`src/rtl/sfg_pkg.sv`:
```
// shared types and constants for the sawtooth pcm frame generator
// no dependencies
package sfg_pkg;

	localparam int CFG_INDEX_W = 3;
	localparam int CFG_DATA_W  = 32;
	localparam int ACC_W       = 32;
	localparam int FCNT_W      = 16;
	localparam int QUEUE_DEPTH = 2;

	localparam logic [CFG_INDEX_W-1:0] REG_CHANNEL_COUNT = 3'd0;
	localparam logic [CFG_INDEX_W-1:0] REG_SLOT_BYTES    = 3'd1;
	localparam logic [CFG_INDEX_W-1:0] REG_SAMPLE_BITS   = 3'd2;
	localparam logic [CFG_INDEX_W-1:0] REG_PHASE_STEP    = 3'd3;
	localparam logic [CFG_INDEX_W-1:0] REG_BUFFER_FRAMES = 3'd4;

	localparam logic [3:0]  RST_CHANNEL_COUNT = 4'd2;
	localparam logic [2:0]  RST_SLOT_BYTES    = 3'd2;
	localparam logic [5:0]  RST_SAMPLE_BITS   = 6'd16;
	localparam logic [31:0] RST_PHASE_STEP    = 32'd16777216;
	localparam logic [16:0] RST_BUFFER_FRAMES = 17'd480;

	// clamped, ready-to-use configuration
	typedef struct packed {
		logic [4:0]        chans;
		logic [2:0]        sbytes;
		logic [ACC_W-1:0]  keep_mask;
		logic [4:0]        slot_sh;
		logic [ACC_W-1:0]  step;
		logic [FCNT_W-1:0] last_frame;
	} cfg_t;

	typedef struct packed {
		logic [ACC_W-1:0] slot;
		logic             buf_end;
	} frame_t;

endpackage

```
`src/rtl/sfg_queue.sv`:
```
// two-entry frame queue between front and back
// depends on sfg_pkg
module sfg_queue (
	input  logic            clk,
	input  logic            arst_n,
	input  logic            push,
	input  sfg_pkg::frame_t push_data,
	output logic            full,
	input  logic            pop,
	output logic            pop_valid,
	output sfg_pkg::frame_t pop_data
);
	import sfg_pkg::*;

	localparam int PTR_W = (QUEUE_DEPTH > 1) ? $clog2(QUEUE_DEPTH) : 1;
	localparam int CNT_W = $clog2(QUEUE_DEPTH + 1);

	frame_t             mem_q [QUEUE_DEPTH];
	logic [PTR_W-1:0]   wr_ptr_q;
	logic [PTR_W-1:0]   rd_ptr_q;
	logic [CNT_W-1:0]   count_q;
	logic               do_push;
	logic               do_pop;

	assign full      = (count_q == CNT_W'(QUEUE_DEPTH));
	assign pop_valid = (count_q != '0);
	assign pop_data  = mem_q[rd_ptr_q];
	assign do_push   = push && !full;
	assign do_pop    = pop && pop_valid;

	always_ff @(posedge clk) begin
		if (do_push) begin
			mem_q[wr_ptr_q] <= push_data;
		end
	end

	always_ff @(posedge clk or negedge arst_n) begin
		if (!arst_n) begin
			wr_ptr_q <= '0;
			rd_ptr_q <= '0;
			count_q  <= '0;
		end else begin
			if (do_push) begin
				wr_ptr_q <= (wr_ptr_q == PTR_W'(QUEUE_DEPTH - 1)) ? '0 : wr_ptr_q + 1'b1;
			end
			if (do_pop) begin
				rd_ptr_q <= (rd_ptr_q == PTR_W'(QUEUE_DEPTH - 1)) ? '0 : rd_ptr_q + 1'b1;
			end
			if (do_push && !do_pop) begin
				count_q <= count_q + 1'b1;
			end else if (!do_push && do_pop) begin
				count_q <= count_q - 1'b1;
			end
		end
	end

endmodule

```
`src/rtl/sfg_front.sv`:
```
// request front end: phase accumulator, frame counter, slot formation
// depends on sfg_pkg
module sfg_front (
	input  logic                      clk,
	input  logic                      arst_n,
	input  sfg_pkg::cfg_t             cfg,
	input  logic                      in_valid,
	output logic                      in_ready,
	input  logic                      load_phase,
	input  logic [sfg_pkg::ACC_W-1:0] phase_value,
	output logic                      push,
	output sfg_pkg::frame_t           push_data,
	input  logic                      q_full
);
	import sfg_pkg::*;

	logic [ACC_W-1:0]  acc_q;
	logic [FCNT_W-1:0] fcnt_q;
	logic [ACC_W-1:0]  acc_cur;
	logic              buf_end;

	assign in_ready = !q_full;
	assign push     = in_valid && in_ready;
	assign acc_cur  = load_phase ? phase_value : acc_q;
	assign buf_end  = (fcnt_q >= cfg.last_frame);

	// keep the top bits, then left-justify inside the slot
	assign push_data.slot    = (acc_cur & cfg.keep_mask) >> cfg.slot_sh;
	assign push_data.buf_end = buf_end;

	always_ff @(posedge clk or negedge arst_n) begin
		if (!arst_n) begin
			acc_q  <= '0;
			fcnt_q <= '0;
		end else if (push) begin
			acc_q  <= acc_cur + cfg.step;
			fcnt_q <= buf_end ? '0 : fcnt_q + 1'b1;
		end
	end

endmodule

```
`src/rtl/sfg_back.sv`:
```
// byte serializer: walks channels and slot bytes of each queued frame
// depends on sfg_pkg
module sfg_back #(
	parameter int MAX_CHANNELS   = 8,
	parameter int MAX_SLOT_BYTES = 4
) (
	input  logic            clk,
	input  logic            arst_n,
	input  sfg_pkg::cfg_t   cfg,
	input  logic            pop_valid,
	input  sfg_pkg::frame_t pop_data,
	output logic            pop,
	output logic            out_valid,
	input  logic            out_ready,
	output logic [7:0]      sample_byte,
	output logic [2:0]      channel_index,
	output logic [1:0]      byte_index,
	output logic            last_of_frame,
	output logic            last_of_buffer
);
	import sfg_pkg::*;

	localparam int CH_W = (MAX_CHANNELS > 1) ? $clog2(MAX_CHANNELS) : 1;
	localparam int BY_W = (MAX_SLOT_BYTES > 1) ? $clog2(MAX_SLOT_BYTES) : 1;

	frame_t          frame_q;
	logic            active_q;
	logic [CH_W-1:0] ch_q;
	logic [BY_W-1:0] by_q;
	logic            out_valid_q;
	logic [7:0]      sample_byte_q;
	logic [2:0]      channel_index_q;
	logic [1:0]      byte_index_q;
	logic            lof_q;
	logic            lob_q;
	logic            last_byte;
	logic            last_chan;
	logic            last;
	logic            advance;

	assign last_byte = (by_q == BY_W'(cfg.sbytes - 3'd1));
	assign last_chan = (ch_q == CH_W'(cfg.chans - 5'd1));
	assign last      = last_byte && last_chan;
	assign advance   = active_q && (!out_valid_q || out_ready);
	assign pop       = pop_valid && (!active_q || (advance && last));

	assign out_valid      = out_valid_q;
	assign sample_byte    = sample_byte_q;
	assign channel_index  = channel_index_q;
	assign byte_index     = byte_index_q;
	assign last_of_frame  = lof_q;
	assign last_of_buffer = lob_q;

	always_ff @(posedge clk) begin
		if (pop) begin
			frame_q <= pop_data;
		end
		if (advance) begin
			sample_byte_q   <= frame_q.slot[{by_q, 3'b000} +: 8];
			channel_index_q <= 3'(ch_q);
			byte_index_q    <= 2'(by_q);
			lof_q           <= last;
			lob_q           <= last && frame_q.buf_end;
		end
	end

	always_ff @(posedge clk or negedge arst_n) begin
		if (!arst_n) begin
			active_q    <= 1'b0;
			ch_q        <= '0;
			by_q        <= '0;
			out_valid_q <= 1'b0;
		end else begin
			priority if (pop) begin
				active_q <= 1'b1;
				ch_q     <= '0;
				by_q     <= '0;
			end else if (advance) begin
				if (last) begin
					active_q <= 1'b0;
				end
				if (last_byte) begin
					by_q <= '0;
					ch_q <= ch_q + 1'b1;
				end else begin
					by_q <= by_q + 1'b1;
				end
			end
			if (advance) begin
				out_valid_q <= 1'b1;
			end else if (out_ready) begin
				out_valid_q <= 1'b0;
			end
		end
	end

endmodule

```
`src/rtl/sawtooth_pcm_frame_generator.sv`:
```
// sawtooth pcm frame generator: config registers, front, queue, back
// a request passes the queue, the back-end frame register and the output register
// throughput: one byte per cycle while out_ready is high and a frame is queued;
// a frame of channels x slot bytes bytes, paced by the back-end serializer
// a request is taken in any cycle the two-entry queue has room
// reset: accumulator and frame counter to zero, registers to defaults, queue empty
module sawtooth_pcm_frame_generator #(
	parameter int MAX_CHANNELS   = 8,
	parameter int MAX_SLOT_BYTES = 4
) (
	input  logic                            clk,
	input  logic                            arst_n,
	input  logic                            cfg_wen,
	input  logic [sfg_pkg::CFG_INDEX_W-1:0] cfg_index,
	input  logic [sfg_pkg::CFG_DATA_W-1:0]  cfg_data,
	input  logic                            in_valid,
	output logic                            in_ready,
	input  logic                            load_phase,
	input  logic [31:0]                     phase_value,
	output logic                            out_valid,
	input  logic                            out_ready,
	output logic [7:0]                      sample_byte,
	output logic [2:0]                      channel_index,
	output logic [1:0]                      byte_index,
	output logic                            last_of_frame,
	output logic                            last_of_buffer
);
	import sfg_pkg::*;

	logic [3:0]  channel_count_q;
	logic [2:0]  slot_bytes_q;
	logic [5:0]  sample_bits_q;
	logic [31:0] phase_step_q;
	logic [16:0] buffer_frames_q;
	cfg_t        cfg;
	logic [5:0]  slot_width;
	logic [5:0]  eff_bits;
	logic [4:0]  mask_sh;
	logic [4:0]  slot_sh;
	logic        push;
	frame_t      push_data;
	logic        q_full;
	logic        pop;
	logic        pop_valid;
	frame_t      pop_data;

	always_ff @(posedge clk or negedge arst_n) begin
		if (!arst_n) begin
			channel_count_q <= RST_CHANNEL_COUNT;
			slot_bytes_q    <= RST_SLOT_BYTES;
			sample_bits_q   <= RST_SAMPLE_BITS;
			phase_step_q    <= RST_PHASE_STEP;
			buffer_frames_q <= RST_BUFFER_FRAMES;
		end else if (cfg_wen) begin
			unique case (cfg_index)
				REG_CHANNEL_COUNT: channel_count_q <= cfg_data[3:0];
				REG_SLOT_BYTES:    slot_bytes_q    <= cfg_data[2:0];
				REG_SAMPLE_BITS:   sample_bits_q   <= cfg_data[5:0];
				REG_PHASE_STEP:    phase_step_q    <= cfg_data;
				REG_BUFFER_FRAMES: buffer_frames_q <= cfg_data[16:0];
				default: ;
			endcase
		end
	end

	always_comb begin
		priority if (channel_count_q == '0) begin
			cfg.chans = 5'd1;
		end else if (5'(channel_count_q) > 5'(MAX_CHANNELS)) begin
			cfg.chans = 5'(MAX_CHANNELS);
		end else begin
			cfg.chans = 5'(channel_count_q);
		end

		priority if (slot_bytes_q == '0) begin
			cfg.sbytes = 3'd1;
		end else if (slot_bytes_q > 3'(MAX_SLOT_BYTES)) begin
			cfg.sbytes = 3'(MAX_SLOT_BYTES);
		end else begin
			cfg.sbytes = slot_bytes_q;
		end

		slot_width = {cfg.sbytes, 3'b000};
		if ((sample_bits_q == '0) || (sample_bits_q > slot_width)) begin
			eff_bits = slot_width;
		end else begin
			eff_bits = sample_bits_q;
		end

		mask_sh       = 5'(6'd32 - eff_bits);
		slot_sh       = 5'(6'd32 - slot_width);
		cfg.keep_mask = {ACC_W{1'b1}} << mask_sh;
		cfg.slot_sh   = slot_sh;
		cfg.step      = phase_step_q;

		priority if (buffer_frames_q == '0) begin
			cfg.last_frame = '0;
		end else if (buffer_frames_q > 17'd65536) begin
			cfg.last_frame = '1;
		end else begin
			cfg.last_frame = 16'(buffer_frames_q - 17'd1);
		end
	end

	sfg_front u_front (
		.clk         (clk),
		.arst_n      (arst_n),
		.cfg         (cfg),
		.in_valid    (in_valid),
		.in_ready    (in_ready),
		.load_phase  (load_phase),
		.phase_value (phase_value),
		.push        (push),
		.push_data   (push_data),
		.q_full      (q_full)
	);

	sfg_queue u_queue (
		.clk       (clk),
		.arst_n    (arst_n),
		.push      (push),
		.push_data (push_data),
		.full      (q_full),
		.pop       (pop),
		.pop_valid (pop_valid),
		.pop_data  (pop_data)
	);

	sfg_back #(
		.MAX_CHANNELS   (MAX_CHANNELS),
		.MAX_SLOT_BYTES (MAX_SLOT_BYTES)
	) u_back (
		.clk            (clk),
		.arst_n         (arst_n),
		.cfg            (cfg),
		.pop_valid      (pop_valid),
		.pop_data       (pop_data),
		.pop            (pop),
		.out_valid      (out_valid),
		.out_ready      (out_ready),
		.sample_byte    (sample_byte),
		.channel_index  (channel_index),
		.byte_index     (byte_index),
		.last_of_frame  (last_of_frame),
		.last_of_buffer (last_of_buffer)
	);

endmodule

```
`config.mk`:
```
export PLATFORM = sky130hd
export DESIGN_NAME = sawtooth_pcm_frame_generator
export DESIGN_NICKNAME = d
export VERILOG_FILES = /design/src/rtl/sfg_pkg.sv /design/src/rtl/sfg_queue.sv /design/src/rtl/sfg_front.sv /design/src/rtl/sfg_back.sv /design/src/rtl/sawtooth_pcm_frame_generator.sv
export SDC_FILE = /design/constraint.sdc
export NUM_CORES = 1
export LEC_CHECK = 0
export ABC_AREA = 1
export BUFFER_PORTS_ARGS = -buffer_cell sky130_fd_sc_hd__buf_4
export CORE_UTILIZATION = 62
export CTS_CLUSTER_SIZE = 25
export DETAILED_ROUTE_END_ITERATION = 16
export MAX_ROUTING_LAYER = met4
export PLACE_DENSITY = 0.77
export SLEW_MARGIN = 20
export SYNTH_ARGS = -nofsm -noshare
export SYNTH_HDL_FRONTEND = slang
export SYNTH_HIERARCHICAL = 1
export SYNTH_SLANG_ARGS = --single-unit
```
`constraint.sdc`:
```
create_clock -name clk -period 4.2 [get_ports clk]
set_input_delay 0.63 -clock clk [delete_from_list [all_inputs] [get_ports clk]]
set_output_delay 0.63 -clock clk [all_outputs]
set_load 0.01 [all_outputs]
```
== After elaboration in Yosys (flattened, before gate mapping) ==
Memories as Yosys holds them, arrays and structs flattened. A register that Yosys moved wholly into a read port is not among the register bits.
Index checks and enable logic that the tools add are counted.

* Add/sub/neg operators: 13
* Order comparisons: 5
* Eq/ne operators: 7
* Shift-type cells: 3
* Multiplexer cells: 26
* Bitwise logic cells: 1
* Reductions and logical operators: 36

{| class="wikitable"
|+ Operators by type and width
! operator !! count
|-
| two-way mux 16 bit || 3
|-
| adder 32 bit || 1
|-
| AND 32 bit || 1
|-
| two-way mux 32 bit || 1
|-
| variable part select 32 x 6 -> 8 bit || 1
|-
| left shift 32 x 5 -> 32 bit, first input constant || 1
|-
| right shift 32 x 5 -> 32 bit || 1
|-
| two-way mux 3 bit || 7
|-
| greater-than comparator 17 bit, second input constant || 1
|-
| zero test 17 bit || 1
|-
| adder 16 x 1 -> 16 bit, second input constant || 1
|-
| greater-or-equal comparator 16 bit || 1
|-
| subtractor 16 x 1 -> 16 bit, second input constant || 1
|-
| AND reduction 2 bit || 7
|-
| nonzero test 2 bit || 6
|-
| logical AND 1 bit || 10
|-
| two-way mux 2 bit || 5
|-
| subtractor 1 x 5 -> 5 bit, first input constant || 2
|-
| two-way mux 1 bit || 9
|-
| equality test 3 x 2 -> 1 bit, second input constant || 2
|-
| greater-than comparator 6 bit || 1
|-
| zero test 3 bit || 2
|-
| zero test 6 bit || 1
|-
| zero test 1 bit || 5
|-
| other kinds (15) || 20
|}

* Register bits after elaboration: 136
* RAM bits: 66
* Input port bits: 73
* Output and inout port bits: 17
* Memories: 1

{| class="wikitable"
|+ Memory list
! name !! depth !! width !! rd ports !! clocked after Yosys merged registers in !! wr ports !! line !! RTL
|-
| u_queue.mem_q || 2 || 33 || 1 || 1 || 1 || sfg_queue.sv:18 || <nowiki>frame_t mem_q [QUEUE_DEPTH];</nowiki>
|}

== Logic depth before layout (Yosys ltp) ==
Gate-level depths: netlist (run 1).

* Word-level depth: 13
* Depth in mapped cells: 28
* Depth with buffers taken out: 28

== By module ==
The synthesis (run 1) kept the hierarchy.

{| class="wikitable"
|+ Modules (own cells, without submodules)
! module !! times used !! cells each !! area an instance (um^2) !! seq. area each (um^2)
|-
| sfg_front || 1 || 1260 || 6944.2 || 1201.2
|-
| sawtooth_pcm_frame_generator || 1 || 447 || 3554.7 || 1561.5
|-
| sfg_queue || 1 || 204 || 2666.3 || 2082.0
|-
| sfg_back || 1 || 170 || 2192.1 || 1616.6
|}

== Worst setup path after synthesis (run 1) ==
Ideal clock, no wire load.

* Path kind: register to register
* Start: register slot_bytes_q[1]
* End: memory u_queue/mem_q[0][3] in the netlist's numbering (data pin)
* Library setup time: 0.257 ns
* Arrival time: 3.135 ns
* Required time: 3.943 ns
* Slack: 0.807 ns
* Stages on the path, launching flop included: 29
* Path buffers: 0
* Cells stage by stage: dfstp_2 > inv_2 > o21ai_1 > inv_1 > ha_1 > inv_1 > nor2_1 > nand3_2 > nand2_4 > nand2_4 > inv_1 > nand2_1 > ha_1 > inv_1 > ha_1 > inv_1 > nor2_1 > inv_1 > nand2_1 > inv_1 > nand2_1 > nand3_1 > nand3_1 > nand2_1 > nand2_1 > nand2_1 > nand2_1 > nand3_1 > nand2_1

{| class="wikitable"
|+ RTL lines
! item !! line !! RTL
|-
| start: declaration || sawtooth_pcm_frame_generator.sv:31 || <nowiki>logic [2:0] slot_bytes_q;</nowiki>
|-
| start signal: assignment || sawtooth_pcm_frame_generator.sv:57 || <nowiki>REG_SLOT_BYTES: slot_bytes_q <= cfg_data[2:0];</nowiki>
|-
| end: declaration || sfg_queue.sv:18 ||
|}

==> run summary, run 1 <==
Status -> finished, final reports clean
Root buf cell -> clkbuf_16
Pwr dens -> 619.4 nW/um2
Syn Area/Cell -> 7.383 um2
Final min period -> 3.880 ns
Total track usage -> 0.3482
Arr. time, crit path -> 4.16 ns
Pin count of the biggest net entering global routing -> 83
Fillers -> 1,974
Power, Total -> 10.54 mW
Footprint of the multi-input gates -> 7596 um2
Global placer's final weighted congestion -> 0.9651
Detailed-route via count -> 14,170
Clock Tree Buf Depth -> 3
Global-route wire length before repair -> 68.48 mm
Relative slew slack -> 0.3267
Syn Std Cell Area -> 15,350 um2
Die Area -> 25,390 um2
Vias in the first global route -> 13,680
Wirelength per Cell -> 17.15 um
Die H -> 159.3 um
Leak Pwr -> 8.643 nW
Iter 0 DRT Violations -> 1,356
Yosys warning total -> 6
Max-capacitance violation count -> 0
Commonest non-fill, non-tap cell in the layout -> nand2_1
First drt pass iteration count -> 5
Setup crit start kind -> flop
Worst-path clk slew -> 0.06 ns
Setup WS post-layout -> 0.3204 ns
Grt total ovfl -> 0
Peak VDD IR -> 409.8 uV
Clock Skews -> 0.01643 ns
CTS tree -> done
DRC -> 0
Setup tns final -> 0 ns
CP max stage cell -> dfstp_2
Worst-margin pin slew -> 1.010 ns
HPWL after detailed placement -> 31.58 mm
Die width -> 159.3 um
Initial Utilization -> 0.6312
Clk_lat worst skew -> 0.54 ns
CP max stage delay -> 0.56 ns
RSZ-0062 raised after global routing -> no
Vias per cell -> 5.676
Crit end category -> flop
P&R area growth vs syn -> 10.85%
# diodes -> 0
Hold Crit Class -> in -> async
WL final -> 42.83 mm
Crit-path max FO -> 6
Part of the cycle the worst path needs -> 0.9237
Initial antenna violation count -> 0
Final net count -> 2,289
DRT antenna net count -> 0
Critical Path RT -> 4.48 ns
Core footprint -> 24,320 um2
Final setup viols -> 0
Final Hold Viols -> 0
Number of port buffers -> 89
Row cnt -> 57
IO Pins -> 90
Syn Inst Count -> 2,079
Most frequent cells in the layout -> 711 x nand2_1, 315 x nand3_1, 248 x inv_1
FF+latch area -> 6461 um2
CP Class -> reg -> reg
Cts bufs inserted -> 25
Most used cell, CP -> nand2_1
Dpl ws -> 0.3438 ns
Max Freq -> 257.8 MHz
Sink Count -> 235
Layout cells sized above 1 -> 0.1091
H-tree levels -> 1
Slew Limit Fails -> 0
==> layer usage <==
layer  GRT usage  up-vias  wire [um]
li1            -     6854          -
met1      0.4322     6626      17570
met2      0.5955      578      21020
met3     0.03803      115       2766
met4      0.1145        0       1468
met5           -        -          0
==> layout make-up <==
cell class	count	share of cell area
clock inverters	11	0.006177
multi-input cells	1530	0.4464
flip-flops and latches	235	0.3797
inverters	261	0.05839
clock buffers	35	0.04015
repair buffers	101	0.04530
well taps	324	0.02383
==> final timing paths <==
path / start / end / slack [ns] / cells after the start
worst min-delay path: arst_n / u_front/acc_q[11] / 0.07 / 1
min in group clk: cfg_data[17] / phase_step_q[17] / 0.32 / 2
worst max register to register: slot_bytes_q[1] / u_queue/mem_q[0][3] / 0.32 / 28
worst max-delay path: slot_bytes_q[1] / u_queue/mem_q[0][3] / 0.32 / 28
worst min register to register: u_queue/count_q[1] / u_queue/count_q[1] / 0.48 / 2
max in group asynchronous: arst_n / channel_count_q[1] / 3.28 / 2
==> where the power goes <==
| group | switching (mW) | internal [mW] | leakage [nW] |
|---|---|---|---|
| Clock | 0.918 | 1.21 | 0.388 |
| Sequential | 0.403 | 3.23 | 2.57 |
| Combinational | 3.23 | 1.54 | 5.68 |
==> critical path: cells and delay by family, from the launching register on <==
kind            cells  cell delay, ns
buf+inv             8            0.58
fa+ha+maj           3            0.75
simple gates       16            1.54
flops               1            0.56
compound gates      1            0.15
==> state kept, by name, summed over array words and instances (netlist names), 2 cells and up <==
register	count
buffer_frames_q	17
channel_count_q	4
phase_step_q	32
sample_bits_q	6
slot_bytes_q	3
u_back/by_q	2
u_back/byte_index	2
u_back/ch_q	3
u_back/channel_index	3
u_back/frame_q	33
u_back/sample_byte	8
u_front/acc_q	32
u_front/fcnt_q	16
u_queue/count_q	2
u_queue/mem_q	66
==> timing repair <==
action,CTS,global route
gates resized for setup,0,5
endpoints found under the setup margin,0,6
buffers inserted,0,0
hold buffers,0,0
endpoints found under the hold margin,0,0
==> per-stage QoR <==
stage	instance area, um2	std cells	hold slack (ns)	utilization
finish	17020	2497	0.07266	0.6996
floorplan	15410	2094	0.3344	-
detailed placement	16210	2451	0.4610	0.6665
CTS	17000	2497	0.07457	0.6989
global route	17020	2497	0.1132	0.6996
global placement	16210	2451	0.4550	0.6665
Power figures use the tool's default switching activity.
==> run 2, diff against run 1 <==
--- a/config.mk
+++ b/config.mk
@@ -7,13 +7,12 @@
 export LEC_CHECK = 0
 export ABC_AREA = 1
 export BUFFER_PORTS_ARGS = -buffer_cell sky130_fd_sc_hd__buf_4
-export CORE_UTILIZATION = 62
+export CORE_UTILIZATION = 55
 export CTS_CLUSTER_SIZE = 25
 export DETAILED_ROUTE_END_ITERATION = 16
 export MAX_ROUTING_LAYER = met4
-export PLACE_DENSITY = 0.77
+export PLACE_DENSITY = 0.72
 export SLEW_MARGIN = 20
 export SYNTH_ARGS = -nofsm -noshare
 export SYNTH_HDL_FRONTEND = slang
-export SYNTH_HIERARCHICAL = 1
 export SYNTH_SLANG_ARGS = --single-unit
==> constraint.sdc (replaced) <==
create_clock -name clk -period 3.12 [get_ports clk]
set_input_delay 0.468 -clock clk [delete_from_list [all_inputs] [get_ports clk]]
set_output_delay 0.468 -clock clk [all_outputs]
set_load 0.01 [all_outputs]
==> run summary, run 2 <==
Critical Path RT -> 3.41 ns
Fin Hold WS -> 0.1466 ns
Part of the cycle the worst path needs -> 0.9724
Most frequent cell after synthesis -> nand2_1
Setup tns final -> 0 ns
Yosys reg bits -> 235
Die width -> 157.2 um
Worst-path clk slew -> 0.06 ns
Setup crit start kind -> flop
Pin count of the biggest net entering global routing -> 78
Final setup viols -> 0
Post-synth ARST share -> 0.5149
Synth area leaders -> edfxtp_1 26%, dfrtp_1 21%, nand2_1 15%, ha_1 5.7%, o21ai_0 5.3%
Final Hold Viols -> 0
Grt total ovfl -> 0
Clk_lat worst skew -> 0.55 ns
Worst setup startpoint -> slot_bytes_q[1]
Top Metal Used -> met4
Commonest non-fill, non-tap cell in the layout -> nand2_1
Most frequent cells in the layout -> 509 x nand2_1, 190 x buf_4, 135 x o21ai_0
Routed wl met2 -> 16.84 mm
First drt pass iteration count -> 7
Part of the power in registers -> 0.348
Switching Share -> 0.3969
Syn Inst Count -> 1,608
Clock Skews -> 0.01475 ns
Syn Std Cell Area -> 13,250 um2
IO Pins -> 90
Die H -> 157.2 um
Relative slew slack -> 0.4895
Synthesized Nets -> 1,742
Reg2reg end -> u_queue.mem_q[1][3]
Final design utilization -> 0.6849
Worst-margin pin slew -> 0.7649 ns
HPWL after detailed placement -> 26.57 mm
# diodes -> 0
Sink Count -> 235
Number of port buffers -> 89
H-tree levels -> 1
Peak VDD IR -> 507.9 uV
Layout cells sized above 1 -> 0.1931
Pwr dens -> 892.6 nW/um2
CP Class -> reg -> reg
Syn Area/Cell -> 8.241 um2
Initial Utilization -> 0.5629
R2r startpoint -> slot_bytes_q[1]
Crit end category -> flop
Yosys top cell area share -> 0.2583
DRT antenna net count -> 0
Metal-1 WL -> 15.91 mm
P&R area growth vs syn -> 21.68%
Leak Pwr -> 7.532 nW
Count of non-filler cells in the finished layout -> 2,121
Largest area contributor in the netlist -> edfxtp_1
Placed Area -> 14,920 um2
Placed cells -> 2,064
Total track usage -> 0.3015
Clock Tree Buf Depth -> 3
Vias in the first global route -> 10,930
Sequential element share of the synthesized area -> 0.4876
Cts bufs inserted -> 26
Iter 0 DRT Violations -> 1,093
Max Freq -> 329.6 MHz
Detailed-route via count -> 11,570
Final net count -> 1,916
Post-synth EDFFs -> 114
Die Area -> 24,720 um2
DRC -> 0
Wirelength per Cell -> 16.90 um
Top cells by count, synth -> 522 x nand2_1, 140 x o21ai_0, 122 x nor2_1
Net switching power figure -> 5.713 mW
Global placer's final weighted congestion -> 0.9812
Power, Total -> 14.39 mW
Global-route wire length before repair -> 56.07 mm
Slew Limit Fails -> 0
Yosys warning total -> 0
Design Area, Final -> 16,120 um2
Row cnt -> 56
Primary FF master, synth -> edfxtp_1
Final min period -> 3.034 ns
Dpl ws -> -0.1183 ns
Vias per cell -> 5.454
Reg2reg path depth -> 22
Hold Crit Class -> in -> reg
Crit-path max FO -> 5
Hold Path Depth -> 2
Setup WS post-layout -> 0.08611 ns
Hold Path End -> phase_step_q[27]
Worst R2R Setup Slack -> 0.09 ns
Arr. time, crit path -> 3.33 ns
Cell variety after synth -> 43
Top flop regs -> u_queue.mem_q (66), u_back.frame_q (33)
Hold_sp -> cfg_data[27]
Core footprint -> 23,540 um2
Part of the power in combinational logic -> 0.439
Initial antenna violation count -> 0
Met3 wire length -> 2.091 mm
Clock power share -> 0.214
CTS tree -> done
Max-capacitance violation count -> 0
WL final -> 35.85 mm
Int Pwr -> 8.679 mW
Max reg flops -> 66
Largest Register -> u_queue.mem_q
Status -> finished, final reports clean
Root buf cell -> clkbuf_16
==> run 2: critical path, stage by stage (launching register included) <==
cell,delay (ns)
dfstp_2,0.54
inv_2,0.06
o21ai_4,0.13
inv_2,0.05
ha_1,0.27
inv_1,0.04
nor2_2,0.12
nand3_2,0.10
nand2_4,0.10
nand2_4,0.07
inv_4,0.06
nand2_2,0.06
ha_2,0.19
inv_2,0.09
ha_4,0.23
inv_4,0.08
nor2_4,0.04
nand2_1,0.09
nand2_1,0.08
nand3_1,0.14
nand2_1,0.08
nand2_1,0.06
nand2_1,0.07
==> run 2: area by class of cell <==
cell class,instances,area [um2]
multi-input cells,1197,6376
repair buffers,197,1553
flip-flops and latches,235,6464
inverters,125,474.2
clock buffers,39,749.5
fillers,1953,7418
clock inverters,9,108.9
well taps,319,399.1
==> run 2: cell families (layout without fill, tap and decap cells) <==
logic type      count (synthesis)  in the layout  synth area share
compound gates                243            243           0.09857
xor+xnor                       43             43           0.02842
fa+ha+maj                      61             61           0.05816
buf+inv                       176            370           0.05221
flops                         235            235            0.4876
mux                            14             14           0.01190
simple gates                  836            836            0.2631
==> run 2: routing by layer <==
| metal | global-route usage | up-vias |
|---|---|---|
| li1 | - | 5740 |
| met1 | 0.3968 | 5399 |
| met2 | 0.4893 | 347 |
| met3 | 0.03992 | 81 |
| met4 | 0.08507 | 0 |
| met5 | - | - |
==> run 2: power by group through the flow <==
stage	sequential, mW	combinational (mW)	clock [mW]
final	5.00	6.32	3.07
after global routing	5.10	7.05	3.23
after CTS	4.98	5.91	3.11
after detailed placement	5.03	5.86	0
after global placement	4.99	5.74	0
after floorplan	4.95	3.90	0
==> run 2: worst max-delay path by stage <==
stage | endpoint | slack [ns] | depth (start not counted)
finish | u_queue.mem_q[1][3] | 0.09 | 22
floorplan | u_front.fcnt_q[10] | 0.002 | 19
global route | u_queue.mem_q[1][11] | -0.05 | 22
global placement | u_front.fcnt_q[4] | -0.08 | 19
detailed placement | u_front.fcnt_q[4] | -0.12 | 19
CTS | u_queue.mem_q[1][7] | 0.02 | 22
==> run 2: timing repair <==
action,4_1_cts,5_1_grt
endpoints found under the setup margin,20,80
hold buffers,1,0
resized for setup,4,73
buffers inserted,0,6
gates cloned,0,2
pin swaps,0,22
endpoints found under the hold margin,12,0
